## src/rtl/cpb_pkg.sv

```systemverilog
// ----------------------------------------------------------------------------
// cpb_pkg: shared types and constants of the column post blitter
// Result kinds, opcodes, default screen geometry and the queue entry that
// travels from the parser to the address stage.
// ----------------------------------------------------------------------------
package cpb_pkg;

	localparam int DEF_SCREEN_WIDTH  = 320;
	localparam int DEF_SCREEN_HEIGHT = 200;
	localparam int DEF_SCREEN_COUNT  = 5;

	// Bit width of a row or column coordinate (values 0 to 1023).
	localparam int MAX_DIM_W = 10;

	localparam logic       OP_BEGIN = 1'b0;
	localparam logic       OP_BYTE  = 1'b1;
	localparam logic [7:0] END_MARK = 8'hff;

	typedef enum logic [2:0] {
		KIND_NONE    = 3'd0,
		KIND_PIXEL   = 3'd1,
		KIND_REJECT  = 3'd2,
		KIND_COL_END = 3'd3,
		KIND_DONE    = 3'd4
	} kind_t;

	typedef struct packed {
		kind_t                kind;
		logic [2:0]           screen;
		logic [MAX_DIM_W-1:0] row;
		logic [MAX_DIM_W-1:0] col;
		logic [7:0]           pixel;
	} cmd_t;

endpackage

```

## src/rtl/cpb_if.sv

```systemverilog
// ----------------------------------------------------------------------------
// cpb_if: request and result channels of the column post blitter
// Valid/ready channels; a transfer happens when both are high at a clock edge.
// ----------------------------------------------------------------------------
interface cpb_in_if;
	logic               valid;
	logic               ready;
	logic               opcode;
	logic [7:0]         data_byte;
	logic signed [15:0] pos_x;
	logic signed [15:0] pos_y;
	logic [2:0]         target_screen;
	logic signed [15:0] left_offset;
	logic signed [15:0] top_offset;
	logic [9:0]         pic_width;
	logic [9:0]         pic_height;

	modport source (
		output valid, opcode, data_byte, pos_x, pos_y, target_screen,
		output left_offset, top_offset, pic_width, pic_height,
		input  ready
	);
	modport sink (
		input  valid, opcode, data_byte, pos_x, pos_y, target_screen,
		input  left_offset, top_offset, pic_width, pic_height,
		output ready
	);
endinterface

interface cpb_out_if;
	logic        valid;
	logic        ready;
	logic [2:0]  kind;
	logic [2:0]  dest_screen;
	logic [15:0] dest_offset;
	logic [7:0]  pixel_value;

	modport source (
		output valid, kind, dest_screen, dest_offset, pixel_value,
		input  ready
	);
	modport sink (
		input  valid, kind, dest_screen, dest_offset, pixel_value,
		output ready
	);
endinterface

```

## src/rtl/cpb_front.sv

```systemverilog
// ----------------------------------------------------------------------------
// cpb_front: request parser
// Checks picture headers, walks the post stream and emits one command per
// accepted request into the queue.
// ----------------------------------------------------------------------------
module cpb_front #(
	parameter int SCREEN_WIDTH  = cpb_pkg::DEF_SCREEN_WIDTH,
	parameter int SCREEN_HEIGHT = cpb_pkg::DEF_SCREEN_HEIGHT,
	parameter int SCREEN_COUNT  = cpb_pkg::DEF_SCREEN_COUNT
) (
	input  logic          clk,
	input  logic          arst_n,
	cpb_in_if.sink        req,
	input  logic          q_full,
	output logic          q_push,
	output cpb_pkg::cmd_t q_cmd
);
	import cpb_pkg::*;

	localparam int XW  = $clog2(SCREEN_WIDTH + 1);
	localparam int YW  = $clog2(SCREEN_HEIGHT + 1);
	localparam int RW  = ((YW > 9) ? YW : 9) + 1;
	localparam int CSW = ((XW > 10) ? XW : 10) + 1;
	localparam logic signed [17:0] SW_S = 18'(SCREEN_WIDTH);
	localparam logic signed [17:0] SH_S = 18'(SCREEN_HEIGHT);

	typedef enum logic [2:0] {
		PH_IDLE, PH_TOP, PH_LEN, PH_PAD1, PH_PIX, PH_PAD2
	} phase_t;

	phase_t      phase_q, phase_d;
	logic [XW-1:0] base_x_q, base_x_d;
	logic [YW-1:0] base_y_q, base_y_d;
	logic [2:0]  screen_q, screen_d;
	logic [9:0]  col_idx_q, col_idx_d;
	logic [9:0]  col_total_q, col_total_d;
	logic [8:0]  post_row_q, post_row_d;
	logic [7:0]  left_q, left_d;

	logic signed [16:0] hx, hy;
	logic signed [17:0] hx_end, hy_end;
	logic               reject;
	logic [9:0]         col_inc;
	logic [7:0]         left_dec;
	logic [RW-1:0]      row_sum;
	logic [CSW-1:0]     col_sum;
	logic               accept;

	assign req.ready = !q_full;
	assign accept    = req.valid && !q_full;
	assign q_push    = accept;

	assign hx     = $signed({req.pos_x[15], req.pos_x}) -
	                $signed({req.left_offset[15], req.left_offset});
	assign hy     = $signed({req.pos_y[15], req.pos_y}) -
	                $signed({req.top_offset[15], req.top_offset});
	assign hx_end = $signed({hx[16], hx}) + $signed({8'd0, req.pic_width});
	assign hy_end = $signed({hy[16], hy}) + $signed({8'd0, req.pic_height});
	assign reject = hx[16] || hy[16] || (hx_end > SW_S) || (hy_end > SH_S) ||
	                ({1'b0, req.target_screen} >= 4'(SCREEN_COUNT));

	assign col_inc  = col_idx_q + 10'd1;
	assign left_dec = left_q - 8'd1;
	assign row_sum  = RW'(base_y_q) + RW'(post_row_q);
	assign col_sum  = CSW'(base_x_q) + CSW'(col_idx_q);

	always_comb begin
		phase_d     = phase_q;
		base_x_d    = base_x_q;
		base_y_d    = base_y_q;
		screen_d    = screen_q;
		col_idx_d   = col_idx_q;
		col_total_d = col_total_q;
		post_row_d  = post_row_q;
		left_d      = left_q;
		q_cmd       = '{kind: KIND_NONE, screen: '0, row: '0, col: '0, pixel: '0};
		if (req.opcode == OP_BEGIN) begin
			phase_d = PH_IDLE;
			if (reject) begin
				q_cmd.kind = KIND_REJECT;
			end else begin
				base_x_d    = hx[XW-1:0];
				base_y_d    = hy[YW-1:0];
				screen_d    = req.target_screen;
				col_idx_d   = '0;
				col_total_d = req.pic_width;
				post_row_d  = '0;
				left_d      = '0;
				if (req.pic_width == '0) begin
					q_cmd.kind = KIND_DONE;
				end else begin
					phase_d = PH_TOP;
				end
			end
		end else begin
			case (phase_q)
				PH_TOP: begin
					if (req.data_byte == END_MARK) begin
						col_idx_d = col_inc;
						if (col_inc >= col_total_q) begin
							phase_d    = PH_IDLE;
							q_cmd.kind = KIND_DONE;
						end else begin
							q_cmd.kind = KIND_COL_END;
						end
					end else begin
						post_row_d = {1'b0, req.data_byte};
						phase_d    = PH_LEN;
					end
				end
				PH_LEN: begin
					left_d  = req.data_byte;
					phase_d = PH_PAD1;
				end
				PH_PAD1: begin
					phase_d = (left_q == '0) ? PH_PAD2 : PH_PIX;
				end
				PH_PIX: begin
					post_row_d = post_row_q + 9'd1;
					left_d     = left_dec;
					if (left_dec == '0) begin
						phase_d = PH_PAD2;
					end
					if (row_sum < RW'(SCREEN_HEIGHT)) begin
						q_cmd.kind   = KIND_PIXEL;
						q_cmd.screen = screen_q;
						q_cmd.row    = MAX_DIM_W'(row_sum);
						q_cmd.col    = MAX_DIM_W'(col_sum);
						q_cmd.pixel  = req.data_byte;
					end
				end
				PH_PAD2: phase_d = PH_TOP;
				default: phase_d = PH_IDLE;
			endcase
		end
	end

	always_ff @(posedge clk or negedge arst_n) begin
		if (!arst_n) begin
			phase_q     <= PH_IDLE;
			base_x_q    <= '0;
			base_y_q    <= '0;
			screen_q    <= '0;
			col_idx_q   <= '0;
			col_total_q <= '0;
			post_row_q  <= '0;
			left_q      <= '0;
		end else if (accept) begin
			phase_q     <= phase_d;
			base_x_q    <= base_x_d;
			base_y_q    <= base_y_d;
			screen_q    <= screen_d;
			col_idx_q   <= col_idx_d;
			col_total_q <= col_total_d;
			post_row_q  <= post_row_d;
			left_q      <= left_d;
		end
	end

endmodule

```

## src/rtl/cpb_queue.sv

```systemverilog
// ----------------------------------------------------------------------------
// cpb_queue: two-entry command queue
// Decouples the parser from the address stage.
// ----------------------------------------------------------------------------
module cpb_queue (
	input  logic          clk,
	input  logic          arst_n,
	input  logic          push,
	input  cpb_pkg::cmd_t push_cmd,
	output logic          full,
	input  logic          pop,
	output logic          not_empty,
	output cpb_pkg::cmd_t head
);
	import cpb_pkg::*;

	cmd_t       slot_q [2];
	logic       wr_ptr_q;
	logic       rd_ptr_q;
	logic [1:0] count_q;

	assign full      = (count_q == 2'd2);
	assign not_empty = (count_q != 2'd0);
	assign head      = slot_q[rd_ptr_q];

	always_ff @(posedge clk) begin
		if (push) begin
			slot_q[wr_ptr_q] <= push_cmd;
		end
	end

	always_ff @(posedge clk or negedge arst_n) begin
		if (!arst_n) begin
			wr_ptr_q <= 1'b0;
			rd_ptr_q <= 1'b0;
			count_q  <= 2'd0;
		end else begin
			if (push) begin
				wr_ptr_q <= !wr_ptr_q;
			end
			if (pop) begin
				rd_ptr_q <= !rd_ptr_q;
			end
			count_q <= count_q + 2'(push) - 2'(pop);
		end
	end

endmodule

```

## src/rtl/cpb_back.sv

```systemverilog
// ----------------------------------------------------------------------------
// cpb_back: address stage and result register
// Forms row * screen width + column and holds the result until taken.
// ----------------------------------------------------------------------------
module cpb_back #(
	parameter int SCREEN_WIDTH = cpb_pkg::DEF_SCREEN_WIDTH
) (
	input  logic          clk,
	input  logic          arst_n,
	input  logic          q_not_empty,
	input  cpb_pkg::cmd_t q_head,
	output logic          q_pop,
	cpb_out_if.source     rsp
);
	import cpb_pkg::*;

	localparam int AW = 2 * MAX_DIM_W + 1;

	logic [AW-1:0] addr;
	logic          valid_q;
	logic [2:0]    kind_q;
	logic [2:0]    screen_q;
	logic [15:0]   offset_q;
	logic [7:0]    pixel_q;

	assign q_pop = q_not_empty && (!valid_q || rsp.ready);
	assign addr  = AW'(q_head.row) * AW'(SCREEN_WIDTH) + AW'(q_head.col);

	always_ff @(posedge clk or negedge arst_n) begin
		if (!arst_n) begin
			valid_q <= 1'b0;
		end else if (!valid_q || rsp.ready) begin
			valid_q <= q_not_empty;
		end
	end

	always_ff @(posedge clk) begin
		if (q_pop) begin
			kind_q   <= q_head.kind;
			screen_q <= q_head.screen;
			offset_q <= addr[15:0];
			pixel_q  <= q_head.pixel;
		end
	end

	assign rsp.valid       = valid_q;
	assign rsp.kind        = kind_q;
	assign rsp.dest_screen = screen_q;
	assign rsp.dest_offset = offset_q;
	assign rsp.pixel_value = pixel_q;

endmodule

```

## src/rtl/column_post_patch_blitter_unit.sv

```systemverilog
// ----------------------------------------------------------------------------
// column_post_patch_blitter_unit: column post picture blitter
// Turns a begin request and a stream of column post bytes into pixel writes.
// ----------------------------------------------------------------------------
// Channels: "item" takes requests (opcode 0 = picture header, 1 = one byte of
// the column post stream); "result" gives exactly one result per request:
// nothing, pixel write (screen, row * SCREEN_WIDTH + column, palette index),
// picture rejected, column ended or picture done.
// Throughput: one request per cycle, sustained, as long as results are taken.
// Path: the parser resolves the request and writes the queue at the accepting
// edge; the address stage does the constant multiply-add on the way into the
// result register, which holds the result until it is taken.
// Stall: a two-entry queue sits between parser and address stage; with the
// result held, the queue fills and item.ready drops after at most two more requests.
// Reset: arst_n clears the parser to idle (no picture active) and empties
// queue and result register; bytes received while idle give "nothing".
// ----------------------------------------------------------------------------
module column_post_patch_blitter_unit #(
	parameter int SCREEN_WIDTH  = cpb_pkg::DEF_SCREEN_WIDTH,
	parameter int SCREEN_HEIGHT = cpb_pkg::DEF_SCREEN_HEIGHT,
	parameter int SCREEN_COUNT  = cpb_pkg::DEF_SCREEN_COUNT
) (
	input  logic      clk,
	input  logic      arst_n,
	cpb_in_if.sink    item,
	cpb_out_if.source result
);
	import cpb_pkg::*;

	// Parser to queue
	logic q_push;
	cmd_t q_cmd;
	logic q_full;
	// Queue to address stage
	logic q_pop;
	logic q_not_empty;
	cmd_t q_head;

	// Classify each request and advance the post stream walk.
	cpb_front #(
		.SCREEN_WIDTH (SCREEN_WIDTH),
		.SCREEN_HEIGHT(SCREEN_HEIGHT),
		.SCREEN_COUNT (SCREEN_COUNT)
	) u_front (
		.clk   (clk),
		.arst_n(arst_n),
		.req   (item),
		.q_full(q_full),
		.q_push(q_push),
		.q_cmd (q_cmd)
	);

	// Hold commands while the receiver stalls.
	cpb_queue u_queue (
		.clk      (clk),
		.arst_n   (arst_n),
		.push     (q_push),
		.push_cmd (q_cmd),
		.full     (q_full),
		.pop      (q_pop),
		.not_empty(q_not_empty),
		.head     (q_head)
	);

	// Form the screen address and drive the result channel.
	cpb_back #(
		.SCREEN_WIDTH(SCREEN_WIDTH)
	) u_back (
		.clk        (clk),
		.arst_n     (arst_n),
		.q_not_empty(q_not_empty),
		.q_head     (q_head),
		.q_pop      (q_pop),
		.rsp        (result)
	);

endmodule

```

## src/flat_wrapper.sv

```systemverilog
// flat-port wrapper written by rule: the top's interface ports become plain ports
module column_post_patch_blitter_unit_flat import cpb_pkg::*;
#(
	parameter int SCREEN_WIDTH  = cpb_pkg::DEF_SCREEN_WIDTH,
	parameter int SCREEN_HEIGHT = cpb_pkg::DEF_SCREEN_HEIGHT,
	parameter int SCREEN_COUNT  = cpb_pkg::DEF_SCREEN_COUNT
)
  (clk, arst_n, item_valid, item_opcode, item_data_byte, item_pos_x, item_pos_y, item_target_screen, item_left_offset, item_top_offset, item_pic_width, item_pic_height, item_ready, result_valid, result_kind, result_dest_screen, result_dest_offset, result_pixel_value, result_ready);
  cpb_in_if item_i ();
  cpb_out_if result_i ();
  input  logic clk;
  input  logic arst_n;
  input wire logic [$bits(item_i.valid)-1:0] item_valid;
  input wire logic [$bits(item_i.opcode)-1:0] item_opcode;
  input wire logic [$bits(item_i.data_byte)-1:0] item_data_byte;
  input wire logic [$bits(item_i.pos_x)-1:0] item_pos_x;
  input wire logic [$bits(item_i.pos_y)-1:0] item_pos_y;
  input wire logic [$bits(item_i.target_screen)-1:0] item_target_screen;
  input wire logic [$bits(item_i.left_offset)-1:0] item_left_offset;
  input wire logic [$bits(item_i.top_offset)-1:0] item_top_offset;
  input wire logic [$bits(item_i.pic_width)-1:0] item_pic_width;
  input wire logic [$bits(item_i.pic_height)-1:0] item_pic_height;
  output wire logic [$bits(item_i.ready)-1:0] item_ready;
  output wire logic [$bits(result_i.valid)-1:0] result_valid;
  output wire logic [$bits(result_i.kind)-1:0] result_kind;
  output wire logic [$bits(result_i.dest_screen)-1:0] result_dest_screen;
  output wire logic [$bits(result_i.dest_offset)-1:0] result_dest_offset;
  output wire logic [$bits(result_i.pixel_value)-1:0] result_pixel_value;
  input wire logic [$bits(result_i.ready)-1:0] result_ready;
  assign item_i.valid = item_valid;
  assign item_i.opcode = item_opcode;
  assign item_i.data_byte = item_data_byte;
  assign item_i.pos_x = item_pos_x;
  assign item_i.pos_y = item_pos_y;
  assign item_i.target_screen = item_target_screen;
  assign item_i.left_offset = item_left_offset;
  assign item_i.top_offset = item_top_offset;
  assign item_i.pic_width = item_pic_width;
  assign item_i.pic_height = item_pic_height;
  assign item_ready = item_i.ready;
  assign result_valid = result_i.valid;
  assign result_kind = result_i.kind;
  assign result_dest_screen = result_i.dest_screen;
  assign result_dest_offset = result_i.dest_offset;
  assign result_pixel_value = result_i.pixel_value;
  assign result_i.ready = result_ready;
  column_post_patch_blitter_unit #(.SCREEN_WIDTH(SCREEN_WIDTH), .SCREEN_HEIGHT(SCREEN_HEIGHT), .SCREEN_COUNT(SCREEN_COUNT)) u_core (.clk(clk), .arst_n(arst_n), .item(item_i), .result(result_i));
endmodule
```

## config.mk

```make
export PLATFORM = sky130hd
export DESIGN_NAME = column_post_patch_blitter_unit_flat
export DESIGN_NICKNAME = d
export VERILOG_FILES = /design/src/rtl/cpb_pkg.sv /design/src/rtl/cpb_if.sv /design/src/rtl/cpb_front.sv /design/src/rtl/cpb_queue.sv /design/src/rtl/cpb_back.sv /design/src/rtl/column_post_patch_blitter_unit.sv /design/src/flat_wrapper.sv
export SDC_FILE = /design/constraint.sdc
export NUM_CORES = 1
export LEC_CHECK = 0
export BUFFER_PORTS_ARGS = -buffer_cell sky130_fd_sc_hd__buf_2
export CAP_MARGIN = 10
export CORE_MARGIN = 5
export CORE_UTILIZATION = 46
export CTS_CLUSTER_DIAMETER = 150
export DETAILED_ROUTE_END_ITERATION = 7
export PLACE_DENSITY = 0.76
export SLEW_MARGIN = 20
export SYNTH_ARGS = -nofsm -noshare
export SYNTH_HDL_FRONTEND = slang
export SYNTH_HIERARCHICAL = 1
export SYNTH_SLANG_ARGS = --single-unit
```

## constraint.sdc

```tcl
create_clock -name clk -period 6.01 [get_ports clk]
set_clock_uncertainty 0.1 [all_clocks]
set_input_delay 0.601 -clock clk [delete_from_list [all_inputs] [get_ports clk]]
set_output_delay 0.601 -clock clk [all_outputs]
set_load 0.1 [all_outputs]
```

=== Word level (Yosys, flattened, before mapping) ===
Memories as Yosys holds them, arrays and structs flattened.
Index checks and enable logic that the tools add are counted.

* Add/subtract/negate cells: 12
* Equality and inequality tests: 15
* Bitwise gates (word level): 2
* Reductions and logical operators: 20
* Order comparisons: 5
* Multiply operators: 1
* Multiplexer cells: 30

{| class="wikitable"
|+ Operators by type and width
! cell !! count
|-
| $mux W31 || 2
|-
| $mux W10 || 4
|-
| $add A17 B11 Y18 || 2
|-
| $sub A16 B16 Y17 || 2
|-
| $mux W32 || 1
|-
| $mux W3 || 9
|-
| $mux W9 || 3
|-
| $gt A18 B10 Y1 const B || 1
|-
| $gt A18 B9 Y1 const B || 1
|-
| $pmux W9 S2 || 1
|-
| $add A16 B10 Y16 || 1
|-
| $logic_not A8 Y1 || 2
|-
| $mux W8 || 2
|-
| $pmux W8 S2 || 1
|-
| $pmux W3 S5 || 1
|-
| $add A10 B1 Y10 const B || 1
|-
| $add A8 B9 Y10 || 1
|-
| $add A9 B10 Y10 || 1
|-
| $ge A10 B10 Y1 || 1
|-
| $logic_not A10 Y1 || 1
|-
| $lt A10 B8 Y1 const B || 1
|-
| $mul A10 B3 Y10 const B || 1
|-
| $add A9 B1 Y9 const B || 1
|-
| $reduce_and A3 Y1 || 3
|-
| other kinds (22) || 41
|}

* Flip-flop bits (word level): 95
* Bits in writable memories: 68
* Memories: 1
* Bits of input ports: 100
* Output and inout bits: 32
* Word-level logic and storage cells: 102

{| class="wikitable"
|+ Memories
! name !! depth !! width !! rd ports !! clocked after memory_dff !! wr ports !! RTL line !! source
|-
| u_core.u_queue.slot_q || 2 || 34 || 1 || 0 || 1 || cpb_queue.sv:17 || <nowiki>cmd_t slot_q [2];</nowiki>
|}

=== Logic depth before layout (Yosys ltp) ===
Gate-level depths: netlist (run 1).

* Word-level depth: 8
* Gate-level depth with buffers: 23
* Gate-level depth less buffers: 21

=== Hierarchy ===
The synthesis (run 1) kept the hierarchy.

{| class="wikitable"
|+ Modules (own cells, without submodules)
! module !! times used !! area each (um^2) !! cells each
|-
| cpb_front || 1 || 7159.4 || 885
|-
| cpb_queue || 1 || 2803.9 || 121
|-
| cpb_back || 1 || 1540.2 || 106
|}

=== Least setup slack after synthesis (run 1) ===
No wires, ideal clock.

* Kind: input-to-reg
* Start: input port item_pos_y[0]
* End: register u_core.u_front.post_row_q[2]
* Setup time: 0.126 ns
* Path buffers: 2
* Slack: 0.841 ns
* Stages: 22
* Arrival time: 4.943 ns
* Cells stage by stage: inv_1 -> ha_1 -> fa_1 -> nand2b_1 -> a21oi_1 -> nor2_1 -> o21ai_0 -> xor2_1 -> ha_1 -> a21oi_1 -> o221ai_1 -> a21o_1 -> a21o_1 -> and2_1 -> a21oi_1 -> o22ai_1 -> or4_4 -> a2111o_1 -> buf_6 -> and2_4 -> buf_6 -> a221o_1

* Longest elaborated chain between the ends: 7
* Elaborated cells between the ends (all ways): 9
* Classes of those cells: 2 x add/sub; 1 x order compare; 1 x eq/ne; 5 x reduce/logical

{| class="wikitable"
|+ Ends and longest elaborated chain
! item !! RTL line !! source
|-
| start, declared || flat_wrapper.sv:17 || <nowiki>input wire logic [$bits(item_i.pos_y)-1:0] item_pos_y;</nowiki>
|-
| $sub A16 B16 Y17 * || cpb_front.sv:55 || <nowiki>assign hy = $signed({req.pos_y[15], req.pos_y}) -</nowiki>
|-
| $add A17 B11 Y18 / $logic_or A1 B1 Y1 (equally long branches) || cpb_front.sv:58, cpb_front.sv:59 ||
|-
| $gt A18 B9 Y1 / $logic_or A1 B1 Y1 (equally long branches) || cpb_front.sv:59 || <nowiki>assign reject = hx[16] || hy[16] || (hx_end > SW_S) || (hy_end > SH_S) ||</nowiki>
|-
| $logic_or A1 B1 Y1 * (2 in a row) || cpb_front.sv:59 ||
|-
| $ne A2 B2 Y1 (no line) * || -- ||
|-
| $reduce_and A4 Y1 (no line) * || -- ||
|-
| end signal, assigned || cpb_front.sv:155 || <nowiki>post_row_q <= post_row_d;</nowiki>
|-
| end, declared || cpb_front.sv:37 || <nowiki>logic [8:0] post_row_q, post_row_d;</nowiki>
|}

Every way passes the cells marked *; elsewhere a longest branch is shown, timed or not.
A chain may end at the register's enable or synchronous reset.

=== Worst setup path after layout (run 1) ===
* Start: input port item_pos_x[0]
* End: register u_core.u_front.col_idx_q[8]

* Longest elaborated chain between the ends: 8
* Elaborated cells between the ends (all ways): 9
* Classes of those cells: 2 x add/sub; 1 x order compare; 1 x eq/ne; 5 x reduce/logical

{| class="wikitable"
|+ Ends and longest elaborated chain
! item !! RTL line !! source
|-
| start, declared || flat_wrapper.sv:16 || <nowiki>input wire logic [$bits(item_i.pos_x)-1:0] item_pos_x;</nowiki>
|-
| $sub A16 B16 Y17 || cpb_front.sv:53 || <nowiki>assign hx = $signed({req.pos_x[15], req.pos_x}) -</nowiki>
|-
| via u_core.u_front.hx[8] || cpb_front.sv:40 || <nowiki>logic signed [16:0] hx, hy;</nowiki>
|-
| $add A17 B11 Y18 || cpb_front.sv:57 || <nowiki>assign hx_end = $signed({hx[16], hx}) + $signed({8'd0, req.pic_width});</nowiki>
|-
| $gt A18 B10 Y1 || cpb_front.sv:59 ||
|-
| $logic_or A1 B1 Y1 (3 in a row) || cpb_front.sv:59 ||
|-
| $ne A2 B2 Y1 (no line) || -- ||
|-
| $reduce_and A4 Y1 (no line) || -- ||
|-
| end signal, assigned || cpb_front.sv:153 || <nowiki>col_idx_q <= col_idx_d;</nowiki>
|-
| end, declared || cpb_front.sv:35 || <nowiki>logic [9:0] col_idx_q, col_idx_d;</nowiki>
|}

The timed path passes the listed nets, and every way through them passes these cells.

==> results of run 1 <==
[cells in the final DEF, fill, tap and decap left out, types with 13 or more instances in the layout]
master,instances
o21ai_0,50
edfxtp_1,98
buf_2,131
a21oi_1,73
inv_1,89
nor3_1,24
xor2_1,20
mux2_2,31
nand2b_1,20
dfrtp_1,64
clkbuf_16,17
and2_1,27
a21o_1,34
a31oi_1,15
nand2_1,65
mux2_4,29
a211oi_1,16
nand3_1,31
nor2_1,56
xnor2_1,46
ha_1,103
o21bai_1,13
[power by group through the flow]
stage | clock, mW | combinational (mW) | sequential [mW]
6_report | 1.12 | 2.46 | 1.64
5_1_grt | 1.20 | 2.66 | 1.67
4_1_cts | 1.14 | 2.47 | 1.64
3_5_place_dp | 0 | 2.45 | 1.66
3_3_place_gp | 0 | 2.40 | 1.65
2_1_floorplan | 0 | 1.40 | 2.32
[sequential cells by signal, summed over array words and instances, names as in the netlist]
| name | count |
|---|---|
| u_core/u_queue/slot_q | 68 |
| u_core/u_back/rsp.valid | 1 |
| u_core/u_front/post_row_q | 9 |
| u_core/u_back/rsp.dest_screen | 3 |
| u_core/u_back/rsp.dest_offset | 16 |
| u_core/u_front/screen_q | 3 |
| u_core/u_queue/wr_ptr_q | 1 |
| u_core/u_front/phase_q | 3 |
| u_core/u_front/col_total_q | 10 |
| u_core/u_front/base_x_q | 9 |
| u_core/u_queue/count_q | 2 |
| u_core/u_front/base_y_q | 8 |
| u_core/u_front/left_q | 8 |
| u_core/u_back/rsp.kind | 3 |
| u_core/u_back/rsp.pixel_value | 8 |
| u_core/u_queue/rd_ptr_q | 1 |
| u_core/u_front/col_idx_q | 10 |
[final cells by class]
| type | instances | area, um2 |
|---|---|---|
| Fill cell | 2162 | 11410 |
| Sequential cell | 163 | 4571 |
| Inverter | 89 | 334.1 |
| Tap cell | 324 | 405.4 |
| Timing Repair Buffer | 139 | 715.7 |
| Clock inverter | 13 | 182.7 |
| Multi-Input combinational cell | 828 | 6406 |
| Clock buffer | 19 | 432.9 |
[metrics by stage]
stage                     power [mW]  instances  setup WS, ns  hold WS (ns)  instance area, um2
final                          5.219       1575        0.7016        0.2509               13050
after floorplan                3.725       1113        0.8406        0.2054               11510
after global placement         4.056       1543        0.5879        0.3820               12430
after CTS                      5.256       1575        0.7841        0.2850               13050
after detailed placement       4.116       1543        0.3588        0.3849               12430
after global routing           5.526       1575        0.2475        0.3206               13050
[metal layers]
layer | vias to the layer above | global-route usage (%) | wire (um)
li1 | 4367 | - | -
met1 | 4126 | 23.79 | 11130
met2 | 333 | 28.04 | 11450
met3 | 44 | 4.009 | 1639
met4 | 2 | 5.787 | 523
met5 | - | 0 | 13
[kinds of logic (layout without fill, tap and decap cells)]
family | Yosys count | after routing | synth area share [%]
other | 1 | 2 | 0.03260
flip-flops | 163 | 163 | 39.72
XOR/XNOR | 68 | 68 | 5.373
AO/OA/AOI/OAI | 291 | 291 | 17.04
AND/OR/NAND/NOR | 291 | 291 | 13.28
adder cells (fa/ha/maj) | 111 | 111 | 12.60
buffers and inverters | 122 | 260 | 4.699
multiplexers | 65 | 65 | 7.255
[critical path, cell delays in order]
cell       delay [ns]
buf_2            0.07
inv_1            0.03
ha_1             0.21
fa_1             0.42
nor2b_1          0.19
o2111ai_1        0.21
nand2_1          0.17
a21o_1           0.12
a21oi_1          0.07
xnor2_1          0.31
ha_1             0.33
a21oi_1          0.24
nand2_1          0.09
a21oi_1          0.18
a21oi_1          0.09
a211o_1          0.30
a2111oi_0        0.45
o221ai_1         0.26
a2111o_1         0.52
buf_4            0.28
nand2_1          0.19
mux2i_1          0.20
[path summary, 6_finish.rpt]
| check | endpoint | slack [ns] | cells after the start |
|---|---|---|---|
| setup / recovery | u_core/u_front/col_idx_q[8]$_DFFE_PN0P_ | 0.70 | 22 |
| hold / removal | u_core/u_back/rsp.valid$_DFFE_PN0N_ | 0.25 | 2 |
| setup reg to reg | u_core/u_back/rsp.dest_offset[15]$_DFFE_PP_ | 2.32 | 9 |
| hold reg to reg | u_core/u_front/base_x_q[0]$_DFFE_PN0P_ | 0.39 | 2 |
| max in group asynchronous | u_core/u_queue/rd_ptr_q$_DFFE_PN0P_ | 4.98 | 2 |
| min in group clk | u_core/u_front/screen_q[1]$_DFFE_PN0P_ | 0.33 | 2 |
==> flow_summary.yaml, run 1 <==
cells_and_area:
  diodes: 0
  final_net_count: 1449
  drive_above_1_share_pct: 20.38
  fin_util_pct: 53.34
  syn_to_final_growth_pct: 13.42
synth:
  synth-edff-count: 98
  synth_common_cells: "ha_1, edfxtp_1, inv_1"
  yosysTopAreaCell: "edfxtp_1"
  synth_cells: 1112
  netlist_area_um2: 11500
  async_flop_share_pct: 39.88
  syn_avg_cell_area_um2: 10.34
  synth.most_common_cell: "ha_1"
  synth_flop_cell: "edfxtp_1"
  ys_ff_latch: 163
  synth.area.top_cells: "edfxtp_1, dfrtp_1, ha_1"
  yosysUniqueCellTypes: 85
  synth_top_area_share_pct: 25.58
  ys_seq_area_share_pct: 39.72
  yosys_warnings: 6
cts:
  cts_hold_buf: 0
  cts_sinks: 163
  cts_tree: "done"
  post_cts_buffers: 0
  cts_root_buffer: "clkbuf_16"
  cts_made_buffers: 17
  cts_max_level: 4
  worst_skew_pair.late_latency_ns: 0.43
  clockBufferDepth: 2
  cts_resized: 0
  cts.clk_slew.worst_paths_ns: 0.06
power:
  clockPowerShare_pct: 21.5
  leakage_nw: 5.964
  netSwitchingFraction_pct: 41.86
  p_switching_mw: 2.184
  vdd.ir_drop.worst_mv: 0.4202
  pwr_density_cell_nw_per_um2: 400.0
  power_frac_comb_pct: 47.2
  p_int_mw: 3.034
  seq_power_share_pct: 31.3
worst_setup_path:
  end_kind: "flip-flop"
  r2r-start: "u_core/u_queue/rd_ptr_q$_DFFE_PN0P_"
  worstSetupStartpointType: "input port"
  crit_start: "item_pos_x[0]"
  cp.required_ns: 6.26
  crit_fanout: 29
  crit_arrival_ns: 5.56
  critPathKind: "input port to flip-flop"
place:
  place_hpwl_um: 19140
  port-buffer-count: 131
  place_congestion: 0.8648
floorplanning:
  fp.coreArea_um2: 24460
  rows: 57
  start_util_pct: 47.03
  dieHeight_um: 168.1
  die_w_um: 168.1
  design.die.area_um2: 28270
  ios: 132
timing:
  slew_headroom_pct: 28.29
  hold_violations: 0
  worst_pin_slew_ns: 1.076
  slew_violations: 0
  rsz0062_at_grt: "no"
  finalSetupViolCount: 0
  fmax_mhz: 188.4
  min_period_ns: 5.308
  fin_setup_tns_ns: 0
  post-route-period-util_pct: 88.33
global_routing:
  grt_max_degree: 66
  grt_overflow: 0
  antenna_found_initial: 1
  grt_pass1_wl_um: 41370
  grtUsageTotal_pct: 17.57
  grt_pass1_vias: 8562
hold_path:
  hold_path_class: "input port to async pin"
drt:
  postRouteAntennaNets: 0
  num_vias: 8872
  wl_um: 24760
  drc: 0
  dr.first_iter.drc_count: 528
  wire_per_inst_um: 15.72
  vias_per_cell: 5.633
  first_pass_iters: 7
run_status:
  outcome: "finished clean"
job:
  drv_cap: 0
No activity file was read; power rests on OpenSTA's default activity.
==> inputs of run 2 (changes only) <==
--- a/config.mk
+++ b/config.mk
@@ -9,9 +9,10 @@
 export CAP_MARGIN = 10
 export CORE_MARGIN = 5
 export CORE_UTILIZATION = 46
+export CTS_BUF_LIST = sky130_fd_sc_hd__clkbuf_8
 export CTS_CLUSTER_DIAMETER = 150
 export DETAILED_ROUTE_END_ITERATION = 7
-export PLACE_DENSITY = 0.76
+export PLACE_DENSITY = 0.79
 export SLEW_MARGIN = 20
 export SYNTH_ARGS = -nofsm -noshare
 export SYNTH_HDL_FRONTEND = slang
==> constraint.sdc (replaced) <==
create_clock -name clk -period 4.6 [get_ports clk]
set_clock_uncertainty 0.1 [all_clocks]
set_input_delay 0.46 -clock clk [delete_from_list [all_inputs] [get_ports clk]]
set_output_delay 0.46 -clock clk [all_outputs]
set_load 0.1 [all_outputs]
==> flow_summary.yaml, run 2 (synthesis results as in run 1) <==
worst_setup_path:
  crit_arrival_ns: 4.74
  end_kind: "flip-flop"
  cp.required_ns: 4.85
  worstSetupStartpointType: "input port"
  critPathKind: "input port to flip-flop"
  crit_fanout: 6
drt:
  dr.first_iter.drc_count: 594
  drc: 0
  vias_per_cell: 5.480
  postRouteAntennaNets: 0
  first_pass_iters: 5
  wire_per_inst_um: 15.64
  wl_um: 25870
  num_vias: 9064
power:
  pwr_density_cell_nw_per_um2: 484.1
  leakage_nw: 6.303
  vdd.ir_drop.worst_mv: 0.7057
  p_total_mw: 6.590
cts:
  cts_max_level: 4
  cts_made_buffers: 17
  cts_root_buffer: "clkbuf_8"
  clockBufferDepth: 2
  cts_tree: "done"
  worst_skew_pair.late_latency_ns: 0.47
  cts_sinks: 163
  cts.clk_slew.worst_paths_ns: 0.09
cells_and_area:
  final_common_cell: "buf_2"
  final_cell_mix: "buf_2, ha_1, edfxtp_1, inv_1, buf_4"
  seq_area_um2: 4571
  syn_to_final_growth_pct: 18.35
  max_flop_register: "u_core/u_queue/slot_q"
  largest_reg_flops: 68
  diodes: 0
  fill_cells: 2054
  drive_above_1_share_pct: 27.74
  final_net_count: 1528
  multi_input_area_um2: 6579
place:
  place_hpwl_um: 20040
  port-buffer-count: 131
  place_congestion: 0.8615
timing:
  hold_violations: 0
  slew_violations: 0
  slew_headroom_pct: 47.27
  worst_pin_slew_ns: 0.7910
  fmax_mhz: 222.7
  finalSetupViolCount: 0
  rsz0062_at_grt: "yes"
  post-route-period-util_pct: 97.60
  hold_ws_ns: 0.1657
  min_period_ns: 4.489
floorplanning:
  dieHeight_um: 168.1
  rows: 57
  fp.coreArea_um2: 24460
  ios: 132
  start_util_pct: 47.03
  die_w_um: 168.1
  design.die.area_um2: 28270
job:
  drv_cap: 0
global_routing:
  grt_max_degree: 63
  grt_pass1_wl_um: 42480
  grt_overflow: 0
  grt_pass1_vias: 8872
  antenna_found_initial: 1
  grtUsageTotal_pct: 18.09
run_status:
  outcome: "finished clean"
hold_path:
  hold_path_class: "input port to flip-flop"
==> run 2: cell count changes in the layout (fill, tap and decap cells not counted), moves of 3 or more <==
cell,before,now
buf_4,8,83
xnor2_1,46,43
inv_6,2,6
clkbuf_8,0,17
buf_6,0,4
bufinv_16,4,1
clkbuf_16,17,0
xnor2_2,0,3
inv_8,0,4
a21oi_1,73,66
a21oi_2,2,8
==> run 2: metrics by stage <==
| step | setup TNS, ns | cells | util [%] | cell area (um2) | worst slack [ns] |
|---|---|---|---|---|---|
| finish | 0 | 1654 | 55.65 | 13610 | 0.1105 |
| global route | -0.7142 | 1654 | 55.65 | 13610 | -0.06519 |
| CTS | 0 | 1651 | 54.99 | 13450 | 0.1081 |
| detailed placement | -18.97 | 1618 | 53.40 | 13060 | -0.3877 |
| global placement | -11.18 | 1618 | 53.40 | 13060 | -0.2498 |
| floorplan | -0.4520 | 1113 | - | 11580 | -0.08333 |
==> run 2: final cells by class <==
type,instances,share of cell area (%)
Inverter,89,2.509
Clock inverter,15,1.066
Sequential cell,163,33.57
Multi-Input combinational cell,828,48.32
Timing Repair Buffer,218,9.834
Tap cell,324,2.978
Clock buffer,17,1.719
==> run 2: path summary, 6_finish.rpt <==
check	start	endpoint	slack [ns]	cells past startpoint
min	result_ready	u_core/u_back/rsp.valid$_DFFE_PN0N_	0.17	3
max in group asynchronous	arst_n	u_core/u_queue/rd_ptr_q$_DFFE_PN0P_	3.18	3
max	item_pos_y[0]	u_core/u_front/left_q[6]$_DFFE_PN0P_	0.11	21
min reg2reg	u_core/u_front/base_y_q[0]$_DFFE_PN0P_	u_core/u_front/base_y_q[0]$_DFFE_PN0P_	0.39	2
max reg2reg	u_core/u_front/post_row_q[0]$_DFFE_PN0P_	u_core/u_queue/slot_q[0][17]$_DFFE_PP_	1.16	13
min in group asynchronous	arst_n	u_core/u_back/rsp.valid$_DFFE_PN0N_	0.22	2
==> run 2: critical path, stage by stage <==
cell and delay [ns]:
buf_8 0.08, inv_8 0.02, ha_4 0.15, fa_2 0.35
nand2b_4 0.16, a21oi_4 0.16, nor2_4 0.06, o21ai_2 0.13
xor2_1 0.15, ha_1 0.29, a21oi_2 0.17, o221ai_2 0.10
a21o_1 0.21, a21o_1 0.21, and2_4 0.14, a21oi_2 0.13
o22ai_2 0.09, or4_4 0.53, a2111o_2 0.60, and2_4 0.19
a221o_1 0.34
==> run 2: layer usage <==
metal  global-route usage, %  vias up  share of wire [%]
met5                       0        -              0.027
met4                   3.740        2               0.94
met3                   3.517       29                6.1
met2                   30.85      270                 48
met1                   24.13     4254                 45
li1                        -     4509                  -
==> run 2: power breakdown <==
part	switching, mW	leakage [nW]	total (mW)	internal (mW)
sequential	0.108	1.81	2.09	1.98
combinational	2.27	4.30	3.49	1.22
clock	0.565	0.193	1.01	0.444
total	2.95	6.30	6.59	3.64
==> run 2: timing repair <==
| action | 4_1_cts | 5_1_grt |
|---|---|---|
| hold buffers | 1 | 0 |
| gates resized for setup | 0 | 32 |
| hold endpoints to repair | 3 | 0 |
| setup endpoints to repair | 0 | 57 |
| buffers inserted | 0 | 3 |
